==> src/design/lsf_pkg.sv <==
package lsf_pkg;

  // Default store depth and the widths that follow from it.
  localparam int unsigned MAX_POINTS_DEFAULT = 256;
  localparam int unsigned COUNT_W_DEFAULT    = $clog2(MAX_POINTS_DEFAULT + 1);
  localparam int unsigned ACC_W_DEFAULT      = 48 + COUNT_W_DEFAULT;
  localparam int unsigned QUO_W_DEFAULT      = ACC_W_DEFAULT + 16;

  // Square root unit works on a 64-bit radicand, two bits per step.
  localparam int unsigned SQRT_W     = 64;
  localparam int unsigned SQRT_STEPS = SQRT_W / 2;

  // Q16.16 constants and saturation limits.
  localparam logic signed [63:0] HALF_Q16  = 64'sd32768;
  localparam logic signed [63:0] SAT_MAX   = 64'sh0000_0000_7FFF_FFFF;
  localparam logic signed [63:0] SAT_MIN   = 64'shFFFF_FFFF_8000_0000;
  localparam logic [31:0]        SLOPE_POS_CAP = 32'h7FFF_FFFF;
  localparam logic [31:0]        SLOPE_NEG_CAP = 32'h8000_0000;
  localparam logic [46:0]        VAR_CAP       = 47'h7FFF_FFFF_FFFF;
  localparam logic [31:0]        STD_ERR_CAP   = 32'h7FFF_FFFF;

  typedef enum logic [1:0] {
    MODE_ADD     = 2'd0,
    MODE_FIT     = 2'd1,
    MODE_PREDICT = 2'd2,
    MODE_CLEAR   = 2'd3
  } mode_e;

  typedef enum logic [1:0] {
    STATUS_OK       = 2'd0,
    STATUS_FULL     = 2'd1,
    STATUS_ZERO_SPR = 2'd2,
    STATUS_TOO_FEW  = 2'd3
  } status_e;

  typedef enum logic [1:0] {
    CFG_ORIGIN_X      = 2'd0,
    CFG_ORIGIN_Y      = 2'd1,
    CFG_FIT_INTERCEPT = 2'd2,
    CFG_UNUSED        = 2'd3
  } cfg_reg_e;

  typedef enum logic [4:0] {
    ST_IDLE,
    ST_DISPATCH,
    ST_PREDICT,
    ST_SUM_RD,
    ST_SUM_ACC,
    ST_MX_GO,
    ST_MX_WAIT,
    ST_MY_GO,
    ST_MY_WAIT,
    ST_DEV_RD,
    ST_DEV_SUB,
    ST_DEV_MUL_XY,
    ST_DEV_MUL_XX,
    ST_DEV_ACC,
    ST_CHECK,
    ST_SLOPE_GO,
    ST_SLOPE_WAIT,
    ST_ICPT_MUL,
    ST_ICPT,
    ST_RES_RD,
    ST_RES_MUL,
    ST_RES_SUB,
    ST_RES_SQ,
    ST_RES_ACC,
    ST_RSS_GO,
    ST_RSS_WAIT,
    ST_VAR_GO,
    ST_VAR_WAIT,
    ST_SQRT_GO,
    ST_SQRT_WAIT,
    ST_FINISH
  } state_e;

  typedef struct packed {
    mode_e              mode;
    logic signed [31:0] point_x;
    logic signed [31:0] point_y;
  } request_t;

  typedef struct packed {
    status_e            status;
    logic [8:0]         point_count;
    logic signed [31:0] slope;
    logic signed [31:0] intercept;
    logic [30:0]        slope_std_error;
    logic signed [31:0] predicted;
  } result_t;

  // One stored point, as offsets from the origin.
  typedef struct packed {
    logic signed [31:0] x;
    logic signed [31:0] y;
  } point_t;

  // Saturate a wide signed value to the signed 32-bit range.
  function automatic logic signed [31:0] sat32(input logic signed [63:0] v);
    logic signed [31:0] r;
    if (v > SAT_MAX) begin
      r = SAT_MAX[31:0];
    end else if (v < SAT_MIN) begin
      r = SAT_MIN[31:0];
    end else begin
      r = v[31:0];
    end
    return r;
  endfunction

endpackage

==> src/design/lsf_div.sv <==
module lsf_div #(
  parameter int unsigned DW = lsf_pkg::QUO_W_DEFAULT,
  parameter int unsigned VW = lsf_pkg::ACC_W_DEFAULT
) (
  input  logic          clk,
  input  logic          rst,
  input  logic          start,
  input  logic [DW-1:0] dividend,
  input  logic [VW-1:0] divisor,
  output logic          done,
  output logic [DW-1:0] quotient
);
  import lsf_pkg::*;

  localparam int unsigned CTW = $clog2(DW);

  logic [VW-1:0]  rem;
  logic [VW-1:0]  dvs;
  logic [DW-1:0]  quo;
  logic [CTW-1:0] ctr;
  logic           busy;
  logic [VW:0]    rem_sh;
  logic [VW:0]    diff;
  logic           fits;

  // One restoring step: shift in the next dividend bit, try a subtract.
  always_comb begin
    rem_sh = {rem, quo[DW-1]};
    diff   = rem_sh - {1'b0, dvs};
    fits   = !diff[VW];
  end

  always_ff @(posedge clk) begin
    if (rst) begin
      busy <= 1'b0;
      done <= 1'b0;
    end else begin
      done <= 1'b0;
      if (start) begin
        busy <= 1'b1;
      end else if (busy && ctr == '0) begin
        busy <= 1'b0;
        done <= 1'b1;
      end
    end
  end

  // Dividend bits leave the top of quo as quotient bits enter the bottom.
  always_ff @(posedge clk) begin
    if (start) begin
      rem <= '0;
      dvs <= divisor;
      quo <= dividend;
      ctr <= CTW'(DW - 1);
    end else if (busy) begin
      rem <= fits ? diff[VW-1:0] : rem_sh[VW-1:0];
      quo <= {quo[DW-2:0], fits};
      ctr <= ctr - CTW'(1);
    end
  end

  assign quotient = quo;

endmodule

==> config.mk <==
export PLATFORM = sky130hd
export DESIGN_NAME = lsf_div
export DESIGN_NICKNAME = d
export VERILOG_FILES = /design/src/design/lsf_pkg.sv /design/src/design/lsf_div.sv
export SDC_FILE = /design/constraint.sdc
export NUM_CORES = 1
export LEC_CHECK = 0
export ABC_AREA = 1
export BUFFER_PORTS_ARGS = -buffer_cell sky130_fd_sc_hd__clkbuf_2
export CORE_ASPECT_RATIO = 0.6
export CORE_UTILIZATION = 53
export CTS_CLUSTER_DIAMETER = 80
export DETAILED_ROUTE_END_ITERATION = 6
export GPL_TIMING_DRIVEN = 1
export PLACE_DENSITY = 0.75
export SETUP_SLACK_MARGIN = 0.05
export SLEW_MARGIN = 20
export SYNTH_ARGS = -nofsm -noshare
export SYNTH_HDL_FRONTEND = slang
export SYNTH_SLANG_ARGS = --single-unit
export TNS_END_PERCENT = 100
==> constraint.sdc <==
create_clock -name clk -period 3.1 [get_ports clk]
set_input_delay 0.155 -clock clk [delete_from_list [all_inputs] [get_ports clk]]
set_output_delay 0.155 -clock clk [all_outputs]
set_load 0.02 [all_outputs]
==> impl_results.md <==
* Outcome: finished with violations
* Failing checks: design-rule violations
* WL met2 at 18900 microns
* Placed Instance Area at 14800 sq um
* GRT overflow at 0
* Synth top area share at 0.292
* Largest net degree at the start of global routing at 82
* Crit path max-delay family: simple AND/OR/NAND/NOR gates
* Finished Core Util at 0.682
* Cell mode on critical path: nand2_1
* CTS buffer count at 17
* Die area at 25900 sq um
* Setup TNS at 0 ns
* Root buf cell: clkbuf_16
* I/O Pins at 207
* Final Critical Period at 2.85 ns
* Layout cells sized above 1 at 0.114
* Placed cells at 2573
* Post-synthesis cell count at 2070
* Initial antenna violation count at 0
* CP startpoint: dvs[48]
* WP depth at 15
* Nets@finish at 2593
* CP Launch Type: flop
* Final Instance Area at 16700 sq um
* Via count at 14133
* FF-to-FF Start: dvs[48]
* Most frequent cells in the layout: nand2_1 (960), inv_1 (438), clkbuf_2 (205)
* Max stage delay on crit path at 0.50 ns
* MaxCap Viol Count at 0
* Starting density of the core at 0.547
* Clock latency on the worst-skew pair at 0.47 ns
* RD Place Congestion at 1.03
* Worst slew margin at 0.447
* Pre-antenna DRT Iters at 7
* Clk buf depth at 2
* Clock sinks at 196
* H-tree depth at 4
* Drt wl/cell at 16.9 microns
* Vias in the first global route at 13310
* Setup WS pre-CTS at 0.393 ns
* Diode count at 0
* Area growth syn-to-layout at 24.7%
* Final hold vios at 0
* Leakage at 0.00933 uW
* WP buf/inv at 2
* CP required at 3.46 ns
* DRT antenna net count at 0
* Postcts setup bufs at 0
* Top_reg_cell synth: edfxtp_1
* Clk slew on worst S/H paths at 0.08 ns
* Unrepaired setup endpoints after global routing: false
* R2R depth at 15
* Yosys cell types at 31
* Syn nets at 2262
* Period utilization at 0.918
* Syn Std Cell Area at 13400 sq um
* Synth warnings at 0
* IO Port Bufs at 206
* Post-synth ARST share at 0
* EDFF count, synth at 130
* Worst VDD drop at 0.376 mV
* Met3 wire length at 5050 microns
* Vias/cell at 5.17
* Die Y at 125 microns
* Setup violators final at 0
* Flops & latches, synth at 196
* Final cell count without fillers at 2736
* Critical R2R Capture: rem[33]
* Row count at 44
* Sequential area share after synthesis at 0.391
* Worst Max-Slew Pin Slew at 0.829 ns
* Fmax achieved at 0.351 GHz
* Initial DRC Count at 1607
* Synth area leaders: edfxtp_1 (29%), nand2_1 (27%), inv_1 (12%)
* Setup crit end: rem[33]
* Final wirelength at 46400 microns
* Slew Limit Fails at 0
* PwrDens at 386 nW/um^2
* HP Class: primary input to flop
* GRT Total Usage at 0.367
* Slack of the critical path at 0.253 ns
* Crit-path slowest cell: ha_1
* Worst Hold Depth at 1
* Synth Area per Inst at 6.45 sq um
* Kind of critical path: flop to flop
* DR top layer: met4
* CTS tree: done
* Crit-path cells: inv_1 > ha_1 > nand2_1 > nor2_1 > nand2_1 > nor2_2 > and3_1 > nand2_2 > nand2_2 > nand2_4 > nand2_2 > buf_12 > nand2_1 > nand3_1 > nand2_1
* Setup Skew at 0.0150 ns
* Yosys top cell by area: edfxtp_1
* CP Data Arrival Time at 3.20 ns
* M1 wire length at 21600 microns
* Core area at 24400 sq um
* R2R setup slack at 0.25 ns
* DRC viols at 4
* Chip width at 207 microns
* HPWL after detailed placement at 33300 microns
* Setup crit end kind: flop
* First-pass GRT wire length at 72100 microns
* Maximum fanout count along the critical path at 49
* Leading cell type in the layout, fill and taps excluded: nand2_1
-- per-stage QoR --
| stage | hold slack, ns | power, uW |
|---|---|---|
| after floorplan | 0.227 | 3700 |
| after global placement | 0.332 | 4060 |
| after detailed placement | 0.334 | 4080 |
| after CTS | 0.0663 | 6390 |
| after global routing | 0.0772 | 6650 |
| final | 0.0885 | 6430 |
-- cell type report --
cell class	instances	area, sq um
repair buffers	351	2500
multi-input cells	1392	6300
inverters	443	1660
well taps	322	403
fillers	2073	7780
flip-flops and latches	196	5230
clock buffers	18	429
clock inverters	14	144
-- cells by family (layout without fill, tap and decap cells) --
kind of cell,after synthesis,in the layout,synth area share
compound gates,53,53,0.0221
simple gates,1248,1248,0.371
flops,196,196,0.391
buf+inv,482,826,0.139
xor+xnor,32,32,0.0210
fa+ha+maj,59,59,0.0558
-- synth_stat cells, types with 2 or more instances --
cell	number
nand3b_1	3
nand3_1	113
buf_6	5
and2_1	4
xor2_1	9
nor2_2	4
inv_1	439
o21ai_0	7
xnor2_1	23
nor2_1	122
dfxtp_1	66
edfxtp_1	130
ha_1	58
a21oi_1	34
nand2_1	960
inv_2	3
nand2_2	6
nor3_1	11
or2_2	3
clkbuf_1	26
o21bai_1	10
buf_1	2
nand4_1	18
buf_2	6
nand3_2	2
-- sequential cells by signal, summed over array words and instances (netlist names) --
| register | flops |
|---|---|
| quotient | 73 |
| rem | 57 |
| done | 1 |
| ctr | 7 |
| dvs | 57 |
| busy | 1 |
-- worst min-delay path by stage --
stage	from	slack, ns	to
after detailed placement	divisor[4]	0.33	dvs[4]
after global routing	start	0.08	dvs[38]
final	start	0.09	dvs[37]
after CTS	start	0.07	dvs[38]
after floorplan	rst	0.23	done
after global placement	divisor[14]	0.33	dvs[14]
-- metal layers --
metal  vias to the layer above  global-route usage
li1                       6840                   -
met1                      6472               0.550
met2                       746               0.523
met3                        75              0.0985
met4                         0              0.0812
met5                         -                   0
-- report_power, final --
part | total, uW | internal, uW | switching (uW)
clock network | 2210 | 1070 | 1140
logic | 1140 | 419 | 717
registers | 3080 | 2990 | 92.7
-- repair_timing --
item / 4_1_cts / 5_1_grt
hold endpoints to repair: 132 / 0
resized for setup: 0 / 0
hold buffers: 131 / 0
No activity file was read; power rests on OpenSTA's default activity.
