$ cat config.mk
export PLATFORM = sky130hd
export DESIGN_NAME = lsf_sqrt
export DESIGN_NICKNAME = d
export VERILOG_FILES = /design/src/design/lsf_pkg.sv /design/src/design/lsf_sqrt.sv
export SDC_FILE = /design/constraint.sdc
export NUM_CORES = 1
export LEC_CHECK = 0
export BUFFER_PORTS_ARGS = -buffer_cell sky130_fd_sc_hd__buf_4
export CAP_MARGIN = 20
export CORE_MARGIN = 8
export CORE_UTILIZATION = 59
export DETAILED_ROUTE_END_ITERATION = 8
export GPL_ROUTABILITY_DRIVEN = 0
export PLACE_DENSITY = 0.78
export SYNTH_ARGS = -nofsm -noshare
export SYNTH_HDL_FRONTEND = slang
export SYNTH_SLANG_ARGS = --single-unit
$ cat constraint.sdc
create_clock -name clk -period 13.3 [get_ports clk]
set_input_delay 1.33 -clock clk [delete_from_list [all_inputs] [get_ports clk]]
set_output_delay 1.33 -clock clk [all_outputs]
set_load 0.01 [all_outputs]
$ cat src/design/lsf_pkg.sv
package lsf_pkg;

  // Default store depth and the widths that follow from it.
  localparam int unsigned MAX_POINTS_DEFAULT = 256;
  localparam int unsigned COUNT_W_DEFAULT    = $clog2(MAX_POINTS_DEFAULT + 1);
  localparam int unsigned ACC_W_DEFAULT      = 48 + COUNT_W_DEFAULT;
  localparam int unsigned QUO_W_DEFAULT      = ACC_W_DEFAULT + 16;

  // Square root unit works on a 64-bit radicand, two bits per step.
  localparam int unsigned SQRT_W     = 64;
  localparam int unsigned SQRT_STEPS = SQRT_W / 2;

  // Q16.16 constants and saturation limits.
  localparam logic signed [63:0] HALF_Q16  = 64'sd32768;
  localparam logic signed [63:0] SAT_MAX   = 64'sh0000_0000_7FFF_FFFF;
  localparam logic signed [63:0] SAT_MIN   = 64'shFFFF_FFFF_8000_0000;
  localparam logic [31:0]        SLOPE_POS_CAP = 32'h7FFF_FFFF;
  localparam logic [31:0]        SLOPE_NEG_CAP = 32'h8000_0000;
  localparam logic [46:0]        VAR_CAP       = 47'h7FFF_FFFF_FFFF;
  localparam logic [31:0]        STD_ERR_CAP   = 32'h7FFF_FFFF;

  typedef enum logic [1:0] {
    MODE_ADD     = 2'd0,
    MODE_FIT     = 2'd1,
    MODE_PREDICT = 2'd2,
    MODE_CLEAR   = 2'd3
  } mode_e;

  typedef enum logic [1:0] {
    STATUS_OK       = 2'd0,
    STATUS_FULL     = 2'd1,
    STATUS_ZERO_SPR = 2'd2,
    STATUS_TOO_FEW  = 2'd3
  } status_e;

  typedef enum logic [1:0] {
    CFG_ORIGIN_X      = 2'd0,
    CFG_ORIGIN_Y      = 2'd1,
    CFG_FIT_INTERCEPT = 2'd2,
    CFG_UNUSED        = 2'd3
  } cfg_reg_e;

  typedef enum logic [4:0] {
    ST_IDLE,
    ST_DISPATCH,
    ST_PREDICT,
    ST_SUM_RD,
    ST_SUM_ACC,
    ST_MX_GO,
    ST_MX_WAIT,
    ST_MY_GO,
    ST_MY_WAIT,
    ST_DEV_RD,
    ST_DEV_SUB,
    ST_DEV_MUL_XY,
    ST_DEV_MUL_XX,
    ST_DEV_ACC,
    ST_CHECK,
    ST_SLOPE_GO,
    ST_SLOPE_WAIT,
    ST_ICPT_MUL,
    ST_ICPT,
    ST_RES_RD,
    ST_RES_MUL,
    ST_RES_SUB,
    ST_RES_SQ,
    ST_RES_ACC,
    ST_RSS_GO,
    ST_RSS_WAIT,
    ST_VAR_GO,
    ST_VAR_WAIT,
    ST_SQRT_GO,
    ST_SQRT_WAIT,
    ST_FINISH
  } state_e;

  typedef struct packed {
    mode_e              mode;
    logic signed [31:0] point_x;
    logic signed [31:0] point_y;
  } request_t;

  typedef struct packed {
    status_e            status;
    logic [8:0]         point_count;
    logic signed [31:0] slope;
    logic signed [31:0] intercept;
    logic [30:0]        slope_std_error;
    logic signed [31:0] predicted;
  } result_t;

  // One stored point, as offsets from the origin.
  typedef struct packed {
    logic signed [31:0] x;
    logic signed [31:0] y;
  } point_t;

  // Saturate a wide signed value to the signed 32-bit range.
  function automatic logic signed [31:0] sat32(input logic signed [63:0] v);
    logic signed [31:0] r;
    if (v > SAT_MAX) begin
      r = SAT_MAX[31:0];
    end else if (v < SAT_MIN) begin
      r = SAT_MIN[31:0];
    end else begin
      r = v[31:0];
    end
    return r;
  endfunction

endpackage

$ cat src/design/lsf_sqrt.sv
module lsf_sqrt (
  input  logic                      clk,
  input  logic                      rst,
  input  logic                      start,
  input  logic [lsf_pkg::SQRT_W-1:0] radicand,
  output logic                      done,
  output logic [31:0]               root
);
  import lsf_pkg::*;

  localparam int unsigned CTW = $clog2(SQRT_STEPS);

  logic [SQRT_W-1:0] val;
  logic [SQRT_W-1:0] res;
  logic [SQRT_W-1:0] one;
  logic [SQRT_W-1:0] trial;
  logic [CTW-1:0]    ctr;
  logic              busy;

  assign trial = res + one;

  always_ff @(posedge clk) begin
    if (rst) begin
      busy <= 1'b0;
      done <= 1'b0;
    end else begin
      done <= 1'b0;
      if (start) begin
        busy <= 1'b1;
      end else if (busy && ctr == '0) begin
        busy <= 1'b0;
        done <= 1'b1;
      end
    end
  end

  // Digit-by-digit square root, one result bit per step.
  always_ff @(posedge clk) begin
    if (start) begin
      val <= radicand;
      res <= '0;
      one <= SQRT_W'(1) << (SQRT_W - 2);
      ctr <= CTW'(SQRT_STEPS - 1);
    end else if (busy) begin
      if (val >= trial) begin
        val <= val - trial;
        res <= (res >> 1) + one;
      end else begin
        res <= res >> 1;
      end
      one <= one >> 2;
      ctr <= ctr - CTW'(1);
    end
  end

  assign root = res[31:0];

endmodule

==> results.cfg, run 1 <==
[flow_run]
drv_cap = 0

[synth]
ys_async_sr_fraction_pct = 0
seq_area_frac_synth_pct = 25.8
syn_inst = 1935
synth-main-ff-cell = dfxtp_1
ys_ff_latch = 167
syn_nets = 2134
yosysWarnings = 0
yosysUniqueCellTypes = 96
netlist_area_um2 = 15400
synth-edff-count = 64
syn-mean-instance-area_um2 = 7.97

[sta]
worst_slew_pin_slew_ns = 0.934
final_max_slew_viol_count = 0
max_clock_freq_ghz = 0.148
finClkSkew_ns = 0.0141
rsz0062_at_grt = false
timing.slew.headroom_pct = 37.8
setup_tns_ns = 0
hold_viol_final = 0
setup_viol = 0
post-route-period-util_pct = 50.8
period_minus_slack_ns = 6.76

[detailed_routing]
wl_per_cell_um = 19.4
dr.first_iter.drc_count = 1541
vias_per_cell = 6.54
wl_um = 44200
drtAntennaViolNets = 0
vias = 14900
drc = 0
drt_first_pass_iters = 6

[finish]
most-common-layout-cells = nand2_1, nor2_1, o21ai_0
area_growth_pct = 7.10
post-route-util_pct = 63.9
layout.nets = 2128
final_area_um2 = 16500
diodes = 0
layout_commonest_cell = nand2_1
drive_above_1_share_pct = 10.5

[setup_path]
crit_family = compound AO/OA/AOI/OAI gates
cp.arrival_ns = 6.83
cp-end-kind = flip-flop
start_kind = flip-flop
critPathKind = flip-flop to flip-flop
worstPathRequired_ns = 13.37
cpMaxStageDelayCell = buf_4
critPathMaxStageDelay_ns = 0.63
crit_chain = ha_1 -> a31oi_1 -> nand2_1 -> o211ai_1 -> o21ai_2 -> a31oi_1 -> o21ai_1 -> a31o_1 -> a31o_2 -> mux2i_1 -> a2111oi_2 -> ha_1 -> nand3_1 -> nor4_1 -> nor4b_2 -> o211ai_1 -> and3_4 -> nand2b_1 -> nand2_2 -> buf_4
path_max_fanout = 54
worstPathBufferInverterCount = 1

[cts]
cts-resized-gates = 0
cts_tree = done
htreeDepth = 4
clkTransAtPathRegs_ns = 0.07
cts_sinks = 167
cts_max_path_buffers = 2
post-cts-setup-buffers = 0
worstSkewPairLatency_ns = 0.45
ctsHoldBuffers = 0
cts_root_buffer = clkbuf_16
cts_inserted_buffers = 17

[placed_design]
dp_hpwl_um = 32700
placed_area_um2 = 15900
port_buffers = 99

[global_route]
overflow = 0
grt_use_total_pct = 27.5
grt_start_max_net_pins = 94
grt_pass1_wl_um = 71500
grt_pass1_vias = 14200
antenna_found_initial = 0

[die]
io_pins = 100
start_util_pct = 59.7
rows = 59
die_h_um = 178
fp.dieW_um = 178
core_um2 = 25800
die_area_um2 = 31600

[power_and_ir_drop]
power_leakage_nw = 6.44
peakVddDrop_v = 0.000113
finalPower_mw = 2.80
p_per_area_nw_per_um2 = 170

[hold_path]
min_path_type = flip-flop to flip-flop

[run_status]
status = finished, final reports clean
cell families (layout without fill, tap and decap cells):
group / count (synthesis) / count (layout) / share of synthesized area (%)
AOI/OAI and AO/OA: 621 / 621 / 26.6
buffers and inverters: 180 / 187 / 5.68
muxes: 62 / 62 / 4.12
xor gates and xnor gates: 143 / 143 / 8.12
and+or+nand+nor: 630 / 630 / 18.8
adders and majority gates: 132 / 132 / 10.8
DFF: 167 / 167 / 25.8
layer usage:
metal / up-vias / track usage (%) / routed length (um)
met5: - / 0 / 0
met4: 0 / 11.5 / 1510
met3: 118 / 4.30 / 3500
met2: 710 / 45.5 / 20300
met1: 6964 / 35.2 / 18800
li1: 7109 / - / -
worst paths after layout:
check           from  endpoint  slack (ns)  cells after the start
min           ctr[4]    ctr[4]        0.49                      2
min reg2reg   ctr[4]    ctr[4]        0.49                      2
max reg2reg  res[20]    val[0]        6.54                     20
max          res[20]    val[0]        6.54                     20
synthesized netlist by cell type (all sizes together) (5+ instances only):
library cell    n  area share [%]
nand2         211             5.1
nor2          199             4.8
o21ai         168             5.5
ha            131              11
a21oi         129             4.3
dfxtp         103              13
xnor2          79             4.5
a31oi          72             3.0
clkbuf         72             1.8
edfxtp         64              12
xor2           64             3.6
buf            59             2.7
mux2i          51             3.3
a21o           49             2.4
inv            48             1.2
nand3          41             1.3
a211oi         38             2.0
nand4          33             1.3
o21bai         31             1.5
nor3           27            0.91
or3            23            0.93
a311oi         17             1.1
nor2b          17            0.69
and3           16            0.68
o31ai          16            0.84
a221oi         15            0.89
nand2b         14            0.57
o211ai         13            0.67
and2           12            0.49
a31o           11            0.63
mux2           11            0.80
o21a           11            0.54
nor4            7            0.28
a21boi          6            0.29
nor3b           5            0.28
o221ai          5            0.32
worst register-to-register path, stage by stage, from the launching register on:
cell	delay [ns]
dfxtp_1	0.48
ha_1	0.34
a31oi_1	0.41
nand2_1	0.16
o211ai_1	0.24
o21ai_2	0.13
a31oi_1	0.52
o21ai_1	0.16
a31o_1	0.28
a31o_2	0.26
mux2i_1	0.13
a2111oi_2	0.36
ha_1	0.26
nand3_1	0.12
nor4_1	0.44
nor4b_2	0.35
o211ai_1	0.14
and3_4	0.34
nand2b_1	0.27
nand2_2	0.30
buf_4	0.63
area by class of cell:
| cell class | count | area (um2) |
|---|---|---|
| inverter | 49 | 184 |
| clock buffer | 18 | 450 |
| sequential | 167 | 3990 |
| clock inverter | 14 | 111 |
| fill | 2282 | 9330 |
| tap | 335 | 419 |
| timing repair buffer | 106 | 800 |
| multi-input combinational | 1588 | 10600 |
through the flow:
stage / hold WS [ns] / instances / setup WS (ns)
floorplan: 0.440 / 1935 / 7.13
global placement: 0.452 / 2245 / 6.92
detailed placement: 0.465 / 2245 / 6.73
CTS: 0.487 / 2277 / 6.63
global route: 0.529 / 2277 / 6.03
finish: 0.485 / 2277 / 6.54
report_power, final:
part / total, mW / switching [mW] / internal (mW)
logic: 1.55 / 0.943 / 0.605
registers: 0.760 / 0.0875 / 0.672
clock network: 0.491 / 0.236 / 0.255
flip-flops by register name, summed over array words and instances, names as in the netlist:
register / flops
res: 64
ctr: 5
done: 1
one: 32
val: 64
busy: 1
(Power assumes the default switching activity.)
==> inputs of run 2 (changes only) <==
clock period = 6.3 ns   (was 13.3 ns; I/O delays follow)
==> run 2 against run 1 <==
  * Clock skew is 0.0032 ns lower
  * Clock-buffer cell count is 4 higher
  * Largest power group unchanged
  * Sequential cell count stayed put
  * Largest cell class unchanged
  * Global-route usage is 1.0 points lower
==> results.cfg, run 2 (same netlist as run 1, synthesis figures left out) <==
[cts]
cts_tree = done
cts_max_path_buffers = 2
post-cts-setup-buffers = 0
htreeDepth = 4
cts_sinks = 167
worstSkewPairLatency_ns = 0.44
clkTransAtPathRegs_ns = 0.07
cts_inserted_buffers = 17
cts_root_buffer = clkbuf_16

[global_route]
antenna_found_initial = 0
overflow = 0
grt_pass1_vias = 14000
grt_start_max_net_pins = 158
grt_pass1_wl_um = 69200
grt_use_total_pct = 26.5

[die]
die_h_um = 178
io_pins = 100
core_um2 = 25800
die_area_um2 = 31600
start_util_pct = 59.7
fp.dieW_um = 178
rows = 59

[placed_design]
dp_hpwl_um = 31600
port_buffers = 99
dp.cells = 2258

[detailed_routing]
vias_per_cell = 6.39
drtAntennaViolNets = 0
wl_per_cell_um = 18.4
drc = 0
dr.first_iter.drc_count = 1514
wl_um = 42100
drt_first_pass_iters = 6
vias = 14600

[finish]
drive_above_1_share_pct = 11.4
layout_commonest_cell = nand2_1
reg_top3 = res (64), val (64), one (32)
layout.nets = 2141
area_growth_pct = 8.55
diodes = 0
post-route-util_pct = 64.8
most-common-layout-cells = nand2_1, nor2_1, o21ai_0
fin_cells = 2290

[power_and_ir_drop]
comb_power_share_pct = 54.8
swShare_pct = 43.9
p_sw_mw = 2.62
internal_power_mw = 3.34
peakVddDrop_v = 0.000259
p_clk_share_pct = 18.4
finalPower_mw = 5.96
p_per_area_nw_per_um2 = 356
power_leakage_nw = 6.58
seq_power_share_pct = 26.7

[flow_run]
drv_cap = 0

[sta]
worst_slew_pin_slew_ns = 0.881
setup_viol = 0
max_clock_freq_ghz = 0.167
period_minus_slack_ns = 6.01
rsz0062_at_grt = false
timing.slew.headroom_pct = 41.3
hold_viol_final = 0
finClkSkew_ns = 0.0110
post-route-period-util_pct = 95.3
final_max_slew_viol_count = 0

[setup_path]
cp-end-kind = flip-flop
cp.arrival_ns = 6.37
critPathKind = flip-flop to flip-flop
worstPathRequired_ns = 6.66
path_max_fanout = 82
start_kind = flip-flop

[hold_path]
min_path_type = primary input to flip-flop

[run_status]
status = finished, final reports clean
[run 2: path summary, 6_finish.rpt]
path	depth (start not counted)	start	slack, ns	to
worst max-delay path	22	res[0]	0.29	res[43]
worst min-delay path	2	rst	0.34	busy
worst max register to register	22	res[0]	0.29	res[43]
worst min register to register	2	ctr[4]	0.48	ctr[4]
[run 2: repair_timing]
action / CTS / global route
hold buffers: 0 / 0
endpoints found under the setup margin: 92 / 126
cloned: 0 / 0
gates resized for setup: 4 / 6
pin swaps: 0 / 0
[run 2: per-stage QoR]
stage,setup TNS (ns),hold slack [ns],setup slack [ns],cell area (um2)
finish,0,0.337,0.295,16700
global route,0,0.329,0.0494,16700
CTS,0,0.327,0.0122,16700
detailed placement,-14.39,0.470,-0.222,16100
global placement,-3.85,0.454,-0.0798,16100
floorplan,0,0.440,0.132,15400
[run 2: power groups by stage]
stage / Combinational [mW] / Clock (mW) / Sequential (mW)
2_1_floorplan: 2.60 / 0 / 1.53
3_3_place_gp: 3.12 / 0 / 1.60
3_5_place_dp: 3.19 / 0 / 1.61
4_1_cts: 3.22 / 1.11 / 1.59
5_1_grt: 3.59 / 1.14 / 1.62
6_report: 3.27 / 1.10 / 1.59
[run 2: area by class of cell]
| class | count | area (um2) |
|---|---|---|
| clock buffers | 22 | 528 |
| clock inverters | 10 | 76.3 |
| fillers | 2223 | 9100 |
| inverters | 49 | 184 |
| multi-input cells | 1588 | 10600 |
| flip-flops and latches | 167 | 3990 |
| well taps | 335 | 419 |
| repair buffers | 119 | 930 |
[run 2: routing by layer]
layer,share of wire (%),up-vias,global-route usage [%]
met5,0,-,0
met4,3.4,0,10.5
met3,7.1,95,4.49
met2,45,570,42.5
met1,44,6852,34.9
li1,-,7121,-
[run 2: critical path, cell delays in order, from the launching register on]
cell      delay (ns)
dfxtp_1         0.33
ha_1            0.22
ha_1            0.23
a211oi_1        0.46
o31a_1          0.25
o21ba_2         0.20
o21ai_2         0.14
a31oi_1         0.30
buf_4           0.19
o22ai_1         0.08
o41ai_1         0.42
nand2b_1        0.18
xor2_1          0.09
ha_1            0.42
nand4_1         0.17
or3_1           0.43
nor4b_4         0.39
o211ai_1        0.18
and3_4          0.24
buf_12          0.21
or3_1           0.40
xor2_1          0.16
a211oi_2        0.21
==> inputs of run 3 (changes only) <==
clock period = 7.1 ns   (was 6.3 ns; I/O delays follow)
==> run 3 against run 2 <==
  * Sequential cell count unchanged
  * Global-route usage increased by 0.44 points
  * Critical path depth decreased by 3
  * Combinational power decreased by 12%
  * Clock skew increased by 0.0048 ns
  * Total power decreased by 11%
  * Clock power decreased by 10%
  * Sequential share of layout area increased by 0.24 points
  * Wire length increased by 2.2%
  * Largest cell class unchanged
  * Largest power group unchanged
  * Highest routed layer unchanged
==> results.cfg, run 3 (same netlist as run 1, synthesis figures left out) <==
[finish]
num-fill-cells = 2273
diodes = 0
layout_commonest_cell = nand2_1
reg_top3 = res (64), val (64), one (32)
most-common-layout-cells = nand2_1, nor2_1, o21ai_0
drive_above_1_share_pct = 10.5
area_growth_pct = 7.48
layout.nets = 2128

[sta]
rsz0062_at_grt = false
worst_slew_pin_slew_ns = 0.897
max_clock_freq_ghz = 0.152
final_max_slew_viol_count = 0
setup_tns_ns = 0
hold_viol_final = 0
finClkSkew_ns = 0.0157
period_minus_slack_ns = 6.59
timing.slew.headroom_pct = 39.4
post-route-period-util_pct = 92.9
setup_viol = 0

[cts]
worstSkewPairLatency_ns = 0.45
ctsHoldBuffers = 0
clkTransAtPathRegs_ns = 0.07
cts_sinks = 167
cts_inserted_buffers = 17
cts-resized-gates = 0
cts_max_path_buffers = 2
post-cts-setup-buffers = 0
cts_root_buffer = clkbuf_16
cts_tree = done
htreeDepth = 4

[setup_path]
worstPathRequired_ns = 7.17
start_kind = flip-flop
path_max_fanout = 54
worstPathBufferInverterCount = 1
cp-end-kind = flip-flop
crit_family = compound AO/OA/AOI/OAI gates
crit_chain = ha_1 -> a31oi_1 -> o21bai_1 -> a211oi_1 -> nor3_2 -> a311oi_1 -> o21ai_1 -> a31oi_1 -> o21bai_1 -> xnor2_1 -> ha_1 -> nand3_1 -> nor4_1 -> nor4b_2 -> a211oi_1 -> and3_4 -> nand2b_1 -> nand2_2 -> buf_4
critPathMaxStageDelay_ns = 0.62
critPathKind = flip-flop to flip-flop
crit_start = res[2]
regToRegStartpoint = res[2]
cpMaxStageDelayCell = a311oi_1
cp.arrival_ns = 6.66

[detailed_routing]
vias_per_cell = 6.48
drt_first_pass_iters = 5
wl_per_cell_um = 18.9
drtAntennaViolNets = 0
vias = 14800
drc = 0
wl_um = 43000
dr.first_iter.drc_count = 1312

[die]
start_util_pct = 59.7
io_pins = 100
die_h_um = 178
rows = 59
fp.dieW_um = 178
die_area_um2 = 31600
core_um2 = 25800

[power_and_ir_drop]
peakVddDrop_v = 0.000220
finalPower_mw = 5.29
power_leakage_nw = 6.47
p_per_area_nw_per_um2 = 319

[flow_run]
drv_cap = 0

[global_route]
antenna_found_initial = 0
grt_start_max_net_pins = 93
grt_use_total_pct = 26.9
overflow = 0
grt_pass1_wl_um = 69500
grt_pass1_vias = 13700

[run_status]
status = finished, final reports clean

[placed_design]
port_buffers = 99
dp_hpwl_um = 32200

[hold_path]
min_path_type = primary input to flip-flop
worstHoldStart = rst
-- run 3: final timing paths --
check             to  slack, ns  cells after the start
max          val[43]       0.51                     19
min             busy       0.42                      2
max reg2reg  val[43]       0.51                     19
min reg2reg   ctr[4]       0.48                      2
-- run 3: final cells by class --
type                            instances  area (um2)  share of cell area, %
Multi-Input combinational cell       1588       10600                   63.7
Sequential cell                       167        3990                   24.1
Clock inverter                         14         158                  0.952
Timing Repair Buffer                  106         812                   4.90
Inverter                               49         184                   1.11
Clock buffer                           18         450                   2.72
Tap cell                              335         419                   2.53
-- run 3: per-layer routing --
| layer | routed length, um | global-route usage, % |
|---|---|---|
| met1 | 18500 | 35.9 |
| met2 | 20000 | 44.4 |
| met3 | 3280 | 3.23 |
| met4 | 1250 | 9.07 |
| met5 | 0 | 0 |
-- run 3: power breakdown --
part	switching (mW)	leakage, nW	internal [mW]
Clock	0.439	0.302	0.548
Combinational	1.74	4.68	1.15
Sequential	0.166	1.48	1.26
Total	2.34	6.47	2.95
-- run 3: worst reg2reg max path: stages, from the launching register on --
cell and delay [ns]:
dfxtp_1 0.44, ha_1 0.32, a31oi_1 0.29, o21bai_1 0.22, a211oi_1 0.42, nor3_2 0.18
a311oi_1 0.62, o21ai_1 0.22, a31oi_1 0.31, o21bai_1 0.14, xnor2_1 0.15, ha_1 0.47
nand3_1 0.14, nor4_1 0.49, nor4b_2 0.35, a211oi_1 0.12, and3_4 0.33, nand2b_1 0.24
nand2_2 0.13, buf_4 0.55
-- run 3: through the flow --
| step | instance area (um2) | hold WS, ns | std cells | utilization [%] | setup slack, ns |
|---|---|---|---|---|---|
| finish | 16600 | 0.417 | 2277 | 64.1 | 0.508 |
| detailed placement | 16000 | 0.466 | 2245 | 61.8 | 0.699 |
| CTS | 16600 | 0.411 | 2277 | 64.1 | 0.635 |
| global route | 16600 | 0.420 | 2277 | 64.1 | 0.115 |
| floorplan | 15400 | 0.440 | 1935 | - | 0.932 |
| global placement | 16000 | 0.453 | 2245 | 61.8 | 0.851 |
